<file path="config.mk">
export PLATFORM = sky130hd
export DESIGN_NAME = rpu_mac
export DESIGN_NICKNAME = d
export VERILOG_FILES = /design/src/rtl/rpu_pkg.sv /design/src/rtl/rpu_mac.sv
export SDC_FILE = /design/constraint.sdc
export NUM_CORES = 2
export LEC_CHECK = 0
export BUFFER_PORTS_ARGS = -buffer_cell sky130_fd_sc_hd__buf_4
export CAP_MARGIN = 0
export CORE_MARGIN = 10
export CORE_UTILIZATION = 33
export CTS_CLUSTER_SIZE = 12
export DETAILED_ROUTE_END_ITERATION = 6
export GPL_TIMING_DRIVEN = 1
export PLACE_DENSITY = 0.6
export RECOVER_POWER = 100
export REMOVE_ABC_BUFFERS = 1
export SYNTH_ARGS = -nofsm -noshare
export SYNTH_HDL_FRONTEND = slang
export SYNTH_SLANG_ARGS = --single-unit
</file>
<file path="constraint.sdc">
create_clock -name clk -period 15.7 [get_ports clk]
set_clock_uncertainty 0.2 [all_clocks]
set_input_delay 1.57 -clock clk [delete_from_list [all_inputs] [get_ports clk]]
set_output_delay 1.57 -clock clk [all_outputs]
set_load 0.03 [all_outputs]
</file>
<file path="src/rtl/rpu_pkg.sv">
package rpu_pkg;

  localparam int ROT_FRAC_BITS = 30;
  localparam int ACC_W = 40;

  localparam logic [1:0] ACT_LOAD      = 2'd0;
  localparam logic [1:0] ACT_UPDATE    = 2'd1;
  localparam logic [1:0] ACT_TRANSFORM = 2'd2;
  localparam logic [1:0] ACT_IDENTITY  = 2'd3;

  localparam logic [31:0] ONE_ROT = 32'(64'sd1 <<< ROT_FRAC_BITS);

  // one multiply-accumulate request to the shared unit
  typedef struct packed {
    logic              first;
    logic              neg;
    logic signed [31:0] a;
    logic signed [31:0] b;
  } mac_req_t;

  function automatic logic signed [31:0] sat32(input logic signed [ACC_W-1:0] v);
    logic signed [ACC_W-1:0] hi;
    logic signed [ACC_W-1:0] lo;
    hi = ACC_W'(64'sd2147483647);
    lo = -ACC_W'(64'sd2147483648);
    if (v > hi) return 32'sh7fffffff;
    if (v < lo) return 32'sh80000000;
    return v[31:0];
  endfunction

endpackage

</file>
<file path="src/rtl/rpu_mac.sv">
module rpu_mac import rpu_pkg::*; (
  input  logic                    clk,
  input  logic                    rst,
  input  logic                    en,
  input  mac_req_t                req,
  output logic signed [ACC_W-1:0] acc
);

  logic signed [63:0]      prod;
  logic signed [ACC_W-1:0] term;
  logic                    en_d;
  logic                    first_d;
  logic                    neg_d;

  // stage 1: register the product; stage 2: shift (floor) and accumulate
  always_ff @(posedge clk) begin
    if (rst) begin
      en_d <= 1'b0;
    end else begin
      en_d <= en;
    end
    prod    <= req.a * req.b;
    first_d <= req.first;
    neg_d   <= req.neg;
  end

  assign term = ACC_W'(prod >>> ROT_FRAC_BITS);

  always_ff @(posedge clk) begin
    if (en_d) begin
      acc <= (first_d ? '0 : acc) + (neg_d ? -term : term);
    end
  end

endmodule

</file>
==> results.yml <==
critical_path:
  crit_fanout: 31
  cpMostUsedCell: "fa_1"
  end_kind: "flop"
  crit_required_ns: 15.79
  cp.arrival_ns: 11.17
  crit_type: "in -> reg"
  cpPeakStageDelay_ns: 1.56
  critical_path.top_delay_family: "adder cells"
  path_buf_inv: 4
  critPathSlowestCell: "clkbuf_1"
  r2r_setup_slack_ns: 9.37
  cp-start-kind: "input port"
clock_network:
  clock_latency_ns: 0.36
  ctsHtreeMaxLevel: 3
  clk_pin_slew_ns: 0.07
  cts_root_buffer: "clkbuf_16"
  clock_sinks: 77
  cts-buffers-inserted: 9
  cts_buffer_depth: 2
  ctsResizeCount: 0
  cts_tree: "yes"
  ctsHoldBuffers: 0
  cts_setup_buffers: 0
timing:
  rsz0062_at_grt: "no"
  max_freq_mhz: 90.3
  min_period_ns: 11.08
  relSlewSlack: -0.420
  finalCritPeriodShare: 0.706
  final.setup.tns_ns: 0
  setup_viol: 0
  slew_viol_final: 114
  tightest_slew_ns: 2.13
  finalHoldViolCount: 0
logic_synthesis:
  synth_edf_count: 40
  synth_cell_types: 63
  avgSynthCellArea_um2: 9.49
  ys_ff_latch: 77
  async_flop_share: 0
  synth_cells: 4221
  ys_seq_area_frac: 0.0485
  yosys_warnings: 0
  synthesis.area_um2: 40000
  synth_flop_cell: "edfxtp_1"
cells_and_area:
  multiInputGateArea_um2: 33600
  syn_to_final_growth_pct: 5.52
  nNetsFinal: 5507
  fillCellCount: 12400
  drive_gt1_frac: 0.0246
  layout.cells.non_filler: 5755
  seqCellArea_um2: 1940
  design_area_um2: 42300
global_route:
  grtUsageTotal: 0.166
  grt_pass1_wl_mm: 179
  grt_max_degree: 41
  grt_overflow_total: 0
  grt_pass1_vias: 31800
  grt_antenna_before_repair: 1
routing:
  route.vias.total: 27800
  drt_iter0_markers: 1506
  final_antenna_net_count: 0
  drtPass1Iterations: 7
  viasPerCell: 4.82
  wl_mm: 109
  drcViolationCount: 0
  wl_per_cell_um: 18.9
placed_design:
  placed_cells: 5737
  dpl-instance-area_um2: 42100
  portBuffers: 108
  place_congestion: 0.865
  hpwl_mm: 83.6
flow_run:
  cap_violations: 3
floorplan:
  initial_core_util: 0.333
  fp-row-count: 127
  core_um2: 120000
  die-area_um2: 136000
  io_pins: 109
  chipHeight_um: 368
  die_x_um: 368
outcome:
  status: "finished with violations"
  violations: "max-capacitance violations, max-slew violations"
worst_hold_path:
  hold_path.class: "reg -> reg"
## sequential cells by signal (all words and copies together), names as in the netlist
| signal | flops |
|---|---|
| acc | 40 |
| prod | 34 |
| first_d | 1 |
| en_d | 1 |
| neg_d | 1 |
## cells in the mapped netlist, types with 4 or more instances
library cell	n	area, um^2
a21boi_0	4	30.0
clkbuf_1	208	781
a2111oi_0	4	35.0
inv_1	977	3670
nand2_1	535	2010
xor2_1	20	175
nand2b_1	24	150
o22ai_1	4	25.0
a21oi_1	80	400
xnor2_1	96	841
nor3_1	12	60.1
o21bai_1	5	37.5
a21o_1	47	353
o211ai_1	6	45.0
fa_1	1082	21700
o21a_1	11	82.6
and4_1	10	87.6
ha_1	220	2750
edfxtp_1	40	1200
and3_1	8	50.1
o31ai_1	12	90.1
or3_4	5	56.3
nand3_1	20	100
a211oi_1	8	60.1
nor2_1	61	229
nand4_1	16	100
a31oi_1	9	56.3
dfxtp_1	37	741
and2_1	513	3210
o21ai_0	56	280
nor2b_1	47	294
## logic make-up after synthesis
| family | after synthesis | synth area share |
|---|---|---|
| and+or+nand+nor | 1267 | 0.161 |
| buffers and inverters | 1188 | 0.111 |
| xor gates and xnor gates | 117 | 0.0258 |
| adders and majority gates | 1302 | 0.610 |
| DFF | 77 | 0.0485 |
| AOI/OAI and AO/OA | 270 | 0.0435 |
## cells in the final DEF, fill, tap and decap left out, types with 58 or more instances in the layout
cell     instances
ha_1           220
fa_1          1082
a21oi_1         80
o21ai_0         58
xnor2_1         96
buf_4           68
nor2_1          61
and2_1         512
nand2_1        535
inv_1          977
## per-stage QoR
stage,utilization,hold WS (ns),worst slack (ns)
after floorplan,-,0.346,6.74
after global placement,0.350,0.442,5.56
after detailed placement,0.350,0.438,5.54
after CTS,0.353,0.455,5.86
after global routing,0.351,0.470,3.94
final,0.351,0.441,4.62
## worst paths after layout
kind,startpoint,end,depth (start not counted)
min,prod[30],acc[0],1
max,req[59],prod[63],25
min reg2reg,prod[30],acc[0],1
max reg2reg,first_d,acc[36],15
## metal layers
| metal | wire, um | GRT usage |
|---|---|---|
| met2 | 54600 | 0.294 |
| met4 | 4470 | 0.0572 |
| met3 | 5120 | 0.0198 |
| met5 | 0 | 0 |
| met1 | 44600 | 0.207 |
## layout make-up
cell class,instances,share of cell area
tap,1612,0.0477
sequential,77,0.0460
clock buffer,10,0.00592
timing repair buffer,115,0.0164
antenna,2,0.000118
inverter,977,0.0868
multi-input combinational,2956,0.796
clock inverter,6,0.00136
Power is left out: the tool's default activity adds up to more than one toggle a clock period on the data nets, which glitch-free logic cannot reach.
