**config.mk**
```make
export PLATFORM = sky130hd
export DESIGN_NAME = rpu_seq
export DESIGN_NICKNAME = d
export VERILOG_FILES = /design/src/rtl/rpu_pkg.sv /design/src/rtl/rpu_seq.sv
export SDC_FILE = /design/constraint.sdc
export NUM_CORES = 2
export LEC_CHECK = 0
export BUFFER_PORTS_ARGS = -buffer_cell sky130_fd_sc_hd__buf_4
export CELL_PAD_IN_SITES_DETAIL_PLACEMENT = 1
export CELL_PAD_IN_SITES_GLOBAL_PLACEMENT = 1
export CORE_MARGIN = 10
export CORE_UTILIZATION = 29
export CTS_CLUSTER_DIAMETER = 80
export DETAILED_ROUTE_END_ITERATION = 16
export PLACE_DENSITY_LB_ADDON = 0.1
export REMOVE_ABC_BUFFERS = 1
export SLEW_MARGIN = 20
export SYNTH_ARGS = -nofsm -noshare
export SYNTH_HDL_FRONTEND = slang
export SYNTH_SLANG_ARGS = --single-unit
```
**constraint.sdc**
```tcl
create_clock -name clk -period 23.1 [get_ports clk]
set_clock_uncertainty 0.15 [all_clocks]
set_input_delay 1.155 -clock clk [delete_from_list [all_inputs] [get_ports clk]]
set_output_delay 1.155 -clock clk [all_outputs]
set_load 0.05 [all_outputs]
```
**src/rtl/rpu_pkg.sv**
```systemverilog
package rpu_pkg;

  localparam int ROT_FRAC_BITS = 30;
  localparam int ACC_W = 40;

  localparam logic [1:0] ACT_LOAD      = 2'd0;
  localparam logic [1:0] ACT_UPDATE    = 2'd1;
  localparam logic [1:0] ACT_TRANSFORM = 2'd2;
  localparam logic [1:0] ACT_IDENTITY  = 2'd3;

  localparam logic [31:0] ONE_ROT = 32'(64'sd1 <<< ROT_FRAC_BITS);

  // one multiply-accumulate request to the shared unit
  typedef struct packed {
    logic              first;
    logic              neg;
    logic signed [31:0] a;
    logic signed [31:0] b;
  } mac_req_t;

  function automatic logic signed [31:0] sat32(input logic signed [ACC_W-1:0] v);
    logic signed [ACC_W-1:0] hi;
    logic signed [ACC_W-1:0] lo;
    hi = ACC_W'(64'sd2147483647);
    lo = -ACC_W'(64'sd2147483648);
    if (v > hi) return 32'sh7fffffff;
    if (v < lo) return 32'sh80000000;
    return v[31:0];
  endfunction

endpackage

```
**src/rtl/rpu_seq.sv**
```systemverilog
module rpu_seq import rpu_pkg::*; (
  input  logic                    clk,
  input  logic                    rst,
  input  logic                    in_valid,
  output logic                    in_ready,
  input  logic [1:0]              action,
  input  logic [1:0]              row_select,
  input  logic signed [31:0]      vec_x,
  input  logic signed [31:0]      vec_y,
  input  logic signed [31:0]      vec_z,
  input  logic signed [31:0]      quat_x,
  input  logic signed [31:0]      quat_y,
  input  logic signed [31:0]      quat_z,
  input  logic signed [31:0]      quat_w,
  output logic                    mac_en,
  output mac_req_t                mac_req,
  input  logic signed [ACC_W-1:0] acc,
  output logic                    res_valid,
  input  logic                    res_ready,
  output logic signed [31:0]      res_x,
  output logic signed [31:0]      res_y,
  output logic signed [31:0]      res_z
);

  localparam logic [1:0] S_IDLE = 2'd0;
  localparam logic [1:0] S_RUN  = 2'd1;
  localparam logic [1:0] S_OUT  = 2'd2;

  // flat index of basis entry (row, column), row-major
  function automatic logic [3:0] m_idx(input logic [1:0] r, input logic [1:0] c);
    return 4'({r, 1'b0}) + 4'(r) + 4'(c);
  endfunction

  logic [1:0] state;
  logic       is_xf;
  logic [1:0] col;
  logic [1:0] grp;   // which output of the column (or row for transform)
  logic [2:0] term;  // term within the sum, 0..4; it rests at n_terms (3 or 4) while draining
  logic [1:0] phase; // 0 = p stage, 1 = basis stage

  logic signed [31:0] m [9];
  logic signed [31:0] org [3];
  logic signed [31:0] v [3];
  logic signed [31:0] q [4]; // x y z w
  logic signed [31:0] p [4]; // px py pz pw
  logic signed [31:0] res [3];

  logic [2:0] n_terms;
  logic       last_term;
  logic signed [31:0] b0, b1, b2;
  logic signed [31:0] sat_acc;
  logic [1:0] g1, g2;

  assign in_ready  = (state == S_IDLE);
  assign res_valid = (state == S_OUT);
  assign res_x = res[0];
  assign res_y = res[1];
  assign res_z = res[2];

  assign b0 = m[m_idx(2'd0, col)];
  assign b1 = m[m_idx(2'd1, col)];
  assign b2 = m[m_idx(2'd2, col)];
  assign sat_acc = sat32(acc);

  // the next and the one after, cyclic over x y z
  assign g1 = (grp == 2'd2) ? 2'd0 : grp + 2'd1;
  assign g2 = (grp == 2'd0) ? 2'd2 : grp - 2'd1;

  assign n_terms = (phase == 2'd0 && !is_xf) ? 3'd3 : (is_xf ? 3'd3 : 3'd4);
  assign last_term = (term == n_terms);

  always_comb begin
    mac_req = '0;
    mac_req.first = (term == 3'd0);
    mac_en = (state == S_RUN) && !last_term;
    if (is_xf) begin
      mac_req.a = m[m_idx(grp, term[1:0])];
      mac_req.b = v[term[1:0]];
    end else if (phase == 2'd0) begin
      case ({grp, term[1:0]})
        4'b0000: begin mac_req.a = q[1]; mac_req.b = b2; end
        4'b0001: begin mac_req.a = q[2]; mac_req.b = b1; mac_req.neg = 1'b1; end
        4'b0010: begin mac_req.a = q[3]; mac_req.b = b0; end
        4'b0100: begin mac_req.a = q[2]; mac_req.b = b0; end
        4'b0101: begin mac_req.a = q[0]; mac_req.b = b2; mac_req.neg = 1'b1; end
        4'b0110: begin mac_req.a = q[3]; mac_req.b = b1; end
        4'b1000: begin mac_req.a = q[0]; mac_req.b = b1; end
        4'b1001: begin mac_req.a = q[1]; mac_req.b = b0; mac_req.neg = 1'b1; end
        4'b1010: begin mac_req.a = q[3]; mac_req.b = b2; end
        4'b1100: begin mac_req.a = q[0]; mac_req.b = b0; mac_req.neg = 1'b1; end
        4'b1101: begin mac_req.a = q[1]; mac_req.b = b1; mac_req.neg = 1'b1; end
        4'b1110: begin mac_req.a = q[2]; mac_req.b = b2; mac_req.neg = 1'b1; end
        default: ;
      endcase
    end else begin
      // new basis entry grp: cross(q,p)[grp] - pw*q[grp] + qw*p[grp]
      case (term[1:0])
        2'd0: begin mac_req.a = q[g1]; mac_req.b = p[g2]; end
        2'd1: begin
          mac_req.a = q[g2]; mac_req.b = p[g1];
          mac_req.neg = 1'b1;
        end
        2'd2: begin mac_req.a = p[3]; mac_req.b = q[grp]; mac_req.neg = 1'b1; end
        default: begin mac_req.a = q[3]; mac_req.b = p[grp]; end
      endcase
    end
  end

  // the accumulator lags the request by the product and accumulator registers; wait before reading
  logic [1:0] drain;

  always_ff @(posedge clk) begin
    if (rst) begin
      state <= S_IDLE;
      for (int i = 0; i < 9; i++) m[i] <= (i % 4 == 0) ? ONE_ROT : '0;
      for (int i = 0; i < 3; i++) org[i] <= '0;
      drain <= '0;
    end else begin
      case (state)
        S_IDLE: begin
          if (in_valid) begin
            v[0] <= vec_x; v[1] <= vec_y; v[2] <= vec_z;
            q[0] <= quat_x; q[1] <= quat_y; q[2] <= quat_z; q[3] <= quat_w;
            col <= '0; grp <= '0; term <= '0; phase <= '0; drain <= '0;
            is_xf <= (action == ACT_TRANSFORM);
            case (action)
              ACT_LOAD: begin
                if (row_select == 2'd3) begin
                  org[0] <= vec_x; org[1] <= vec_y; org[2] <= vec_z;
                end else begin
                  m[m_idx(row_select, 2'd0)] <= vec_x;
                  m[m_idx(row_select, 2'd1)] <= vec_y;
                  m[m_idx(row_select, 2'd2)] <= vec_z;
                end
              end
              ACT_UPDATE: begin
                org[0] <= sat32(ACC_W'(org[0]) + ACC_W'(vec_x));
                org[1] <= sat32(ACC_W'(org[1]) + ACC_W'(vec_y));
                org[2] <= sat32(ACC_W'(org[2]) + ACC_W'(vec_z));
                state <= S_RUN;
              end
              ACT_TRANSFORM: state <= S_RUN;
              default: begin
                for (int i = 0; i < 9; i++) m[i] <= (i % 4 == 0) ? ONE_ROT : '0;
                for (int i = 0; i < 3; i++) org[i] <= '0;
              end
            endcase
          end
        end
        S_RUN: begin
          if (!last_term) begin
            term <= term + 3'd1;
          end else if (drain != 2'd2) begin
            drain <= drain + 2'd1;
          end else begin
            drain <= '0;
            term  <= '0;
            if (is_xf) begin
              res[grp] <= sat32(acc + ACC_W'(org[grp]));
              if (grp == 2'd2) state <= S_OUT;
              grp <= grp + 2'd1;
            end else if (phase == 2'd0) begin
              p[grp] <= sat_acc;
              if (grp == 2'd3) begin
                grp <= '0; phase <= 2'd1;
              end else begin
                grp <= grp + 2'd1;
              end
            end else begin
              m[m_idx(grp, col)] <= sat_acc;
              if (grp == 2'd2) begin
                grp <= '0; phase <= '0;
                if (col == 2'd2) state <= S_IDLE;
                col <= col + 2'd1;
              end else begin
                grp <= grp + 2'd1;
              end
            end
          end
        end
        S_OUT: begin
          if (res_ready) state <= S_IDLE;
        end
        default: state <= S_IDLE;
      endcase
    end
  end

  assert property (@(posedge clk) disable iff (rst) res_valid |-> !in_ready)
    else $error("ready while result pending");
  assert property (@(posedge clk) disable iff (rst)
    (state == S_OUT && !res_ready) |=> state == S_OUT)
    else $error("result dropped");
  assert property (@(posedge clk) disable iff (rst)
    (in_ready && in_valid && action != ACT_UPDATE && action != ACT_TRANSFORM) |=> in_ready)
    else $error("single-cycle action stalled");

endmodule

```
==> impl_metrics.sql <==
INSERT INTO impl_metrics (metric_group, metric, value, unit) VALUES
('worst_setup_path', 'start_kind', 'flop', ''),
('worst_setup_path', 'worst_setup_path_end_kind', 'primary output', ''),
('worst_setup_path', 'cp_num_buf_inv', '5', ''),
('synth', 'synth.yosys.warnings', '0', ''),
('floorplan', 'floorplan.initialDensity', '29.2', '%'),
('drt', 'route.detailed.vias_per_inst', '6.08', ''),
('timing', 'final.period_utilization', '35.6', '%'),
('synth', 'synth_enable_flop_cells', '1065', ''),
('floorplan', 'die-width', '506', 'um'),
('synth', 'syn-instance-count', '5977', ''),
('timing', 'clock.fmax', '122', 'MHz'),
('drt', 'routed_wl', '343000', 'um'),
('worst_setup_path', 'critical_path.top_delay_family', 'buffers and inverters', ''),
('grt', 'grt_max_degree', '75', ''),
('floorplan', 'num_ports', '437', ''),
('synth', 'synth_compound_area_share', '19.1', '%'),
('worst_hold_path', 'hp-class', 'reg2reg', ''),
('timing', 'total_setup_violations_reported_at_the_end_of_the_flow', '0', ''),
('clock_network', 'clkTransAtPathRegs', '60', 'ps'),
('pwr', 'design_power_total', '0.00594', 'W'),
('outcome', 'status', 'finished, final reports clean', ''),
('synth', 'synth_top_flop_cell', 'sky130_fd_sc_hd__edfxtp_1', ''),
('clock_network', 'worstSkewPairLatency', '830', 'ps'),
('cells_and_area', 'stdcell_area', '80300', 'um2'),
('floorplan', 'die-area', '256000', 'um2'),
('timing', 'postLayoutSetupSlackWorst', '14870', 'ps'),
('place', 'pre_cts_ws', '15780', 'ps'),
('synth', 'synth_top_area_share', '46.6', '%'),
('drt', 'vias', '57500', ''),
('timing', 'timing.final.max_slew_violations', '0', ''),
('clock_network', 'max-clock-path-buffers', '3', ''),
('cells_and_area', 'final_net_count', '6605', ''),
('timing', 'number_of_hold_violations_in_the_final_report', '0', ''),
('timing', 'max_slew.worst_pin.slew', '1300', 'ps'),
('drt', 'drt-initial-drc-count', '6289', ''),
('cells_and_area', 'final_core_utilization', '34.1', '%'),
('synth', 'synth.mux.area_fraction', '17.4', '%'),
('pwr', 'static_leakage', '27.7', 'nW'),
('synth', 'synth_top_cells_by_area', 'sky130_fd_sc_hd__edfxtp_1, sky130_fd_sc_hd__mux4_2, sky130_fd_sc_hd__a21oi_1', ''),
('clock_network', 'number_of_buffers_created_by_cts', '154', ''),
('grt', 'overall_global_routing_usage', '25.7', '%'),
('job', 'cap_viol_max_count', '0', ''),
('worst_setup_path', 'cp.required', '21800', 'ps'),
('floorplan', 'std_cell_rows', '178', ''),
('grt', 'grt_pass1_wl', '476000', 'um'),
('synth', 'synth_common_cells', 'sky130_fd_sc_hd__edfxtp_1, sky130_fd_sc_hd__a21oi_1, sky130_fd_sc_hd__nand2_1', ''),
('cells_and_area', 'multiInputGateArea', '34300', 'um2'),
('worst_setup_path', 'critical_path.slowest_cell', 'sky130_fd_sc_hd__fa_4', ''),
('timing', 'setup_repair_after_global_routing_missed_its_margin', 'false', ''),
('floorplan', 'core', '235000', 'um2'),
('synth', 'postSynth.asyncResetShare', '0', '%'),
('synth', 'synth.distinct_cells', '95', ''),
('clock_network', 'htree_num_levels', '4', ''),
('drt', 'firstDrtPassIters', '9', ''),
('place', 'dp_hpwl', '229000', 'um'),
('clock_network', 'tritoncts_clock_tree', 'yes', ''),
('cells_and_area', 'seqCellArea', '32200', 'um2'),
('place', 'port-buffer-count', '436', ''),
('synth', 'post_synthesis_register_bit_count', '1075', ''),
('worst_setup_path', 'timing.critical_path.slowest_cell_delay', '1340', 'ps'),
('cells_and_area', 'layout-drive-gt1-share', '23.4', '%'),
('drt', 'ant_nets', '0', ''),
('grt', 'antenna_found_initial', '42', ''),
('synth', 'synth_most_common_cell', 'sky130_fd_sc_hd__edfxtp_1', ''),
('worst_hold_path', 'min_from', 'state[1]', ''),
('drt', 'route.detailed.drc', '0', ''),
('synth', 'adder_and_majority_gate_portion_of_the_synthesized_area', '3.10', '%'),
('synth', 'synthesis.area_per_instance', '11.5', 'um2'),
('worst_setup_path', 'critPathLaunch', 'grp[0]', ''),
('clock_network', 'cts_sinks', '1075', ''),
('worst_setup_path', 'worst_path_most_repeated_cell', 'sky130_fd_sc_hd__buf_4', '');
worst paths after layout:
| kind | slack [ps] | depth (start not counted) | endpoint |
|---|---|---|---|
| max | 14870 | 11 | mac_req[53] |
| min | 370 | 1 | state[0] |
| max reg2reg | 17030 | 15 | res[1][3] |
| min reg2reg | 370 | 1 | state[0] |
final cells by class:
type,instances,share of cell area (%)
Multi-Input combinational cell,4243,42.7
Sequential cell,1075,40.1
Timing Repair Buffer,609,5.73
Clock buffer,187,5.06
Tap cell,3150,4.91
Clock inverter,94,1.06
Inverter,84,0.393
Antenna cell,15,0.0468
logic make-up (layout without fill, tap and decap cells):
| kind of cell | after synthesis | in the layout |
|---|---|---|
| AOI/OAI and AO/OA | 2047 | 2047 |
| and+or+nand+nor | 1325 | 1325 |
| DFF | 1075 | 1075 |
| buffers and inverters | 659 | 974 |
| muxes | 587 | 587 |
| adders and majority gates | 166 | 166 |
| xor gates and xnor gates | 118 | 118 |
| other | 0 | 15 |
metrics by stage:
| stage | std cells | hold slack, ps |
|---|---|---|
| after global placement | 9161 | 351 |
| after global routing | 9449 | 326 |
| after detailed placement | 9161 | 360 |
| final | 9457 | 369 |
| after CTS | 9442 | 308 |
| after floorplan | 5402 | 310 |
sequential cells by signal, indices dropped and copies added, names as in the netlist, 3 cells and up, named ones only:
register  count
term          3
p           128
q           128
res          96
m           512
org          96
v            96
cells in the final DEF (no fill, tap or decap), types with 15 or more instances in the layout:
cell                        count
sky130_fd_sc_hd__a211oi_1      79
sky130_fd_sc_hd__a21o_1        99
sky130_fd_sc_hd__a21oi_1      636
sky130_fd_sc_hd__a221oi_1      77
sky130_fd_sc_hd__a222oi_1      64
sky130_fd_sc_hd__a22o_1        68
sky130_fd_sc_hd__a22oi_1      140
sky130_fd_sc_hd__a31oi_1       19
sky130_fd_sc_hd__a32oi_1       80
sky130_fd_sc_hd__buf_4        607
sky130_fd_sc_hd__clkbuf_1      29
sky130_fd_sc_hd__clkbuf_16    158
sky130_fd_sc_hd__clkinv_1      30
sky130_fd_sc_hd__clkinv_2      25
sky130_fd_sc_hd__diode_2       15
sky130_fd_sc_hd__edfxtp_1    1065
sky130_fd_sc_hd__ha_1         151
sky130_fd_sc_hd__inv_1         84
sky130_fd_sc_hd__mux2_2        38
sky130_fd_sc_hd__mux2i_1       69
sky130_fd_sc_hd__mux4_2       480
sky130_fd_sc_hd__nand2_1      596
sky130_fd_sc_hd__nand2b_1      16
sky130_fd_sc_hd__nand3_1       40
sky130_fd_sc_hd__nand4_1       22
sky130_fd_sc_hd__nor2_1       458
sky130_fd_sc_hd__nor2b_1       26
sky130_fd_sc_hd__nor3_1        37
sky130_fd_sc_hd__o211ai_1      26
sky130_fd_sc_hd__o21a_1        54
sky130_fd_sc_hd__o21ai_0      477
sky130_fd_sc_hd__o21ai_1       42
sky130_fd_sc_hd__o21bai_1      21
sky130_fd_sc_hd__o221ai_1      33
sky130_fd_sc_hd__o22ai_1       37
sky130_fd_sc_hd__xnor2_1       64
sky130_fd_sc_hd__xor2_1        52
per-layer routing:
layer	share of wire [%]	GRT usage, %
met4	3.5	8.32
met2	44	39.7
met3	9.2	6.71
met5	0.069	0
met1	43	35.2
where the power goes:
part | internal (W) | total [W] | switching [W]
registers | 0.00224 | 0.00230 | 0.0000579
logic | 0.000461 | 0.00129 | 0.000829
clock network | 0.00138 | 0.00235 | 0.000973
Note: power is estimated with default switching activity, not from simulation.
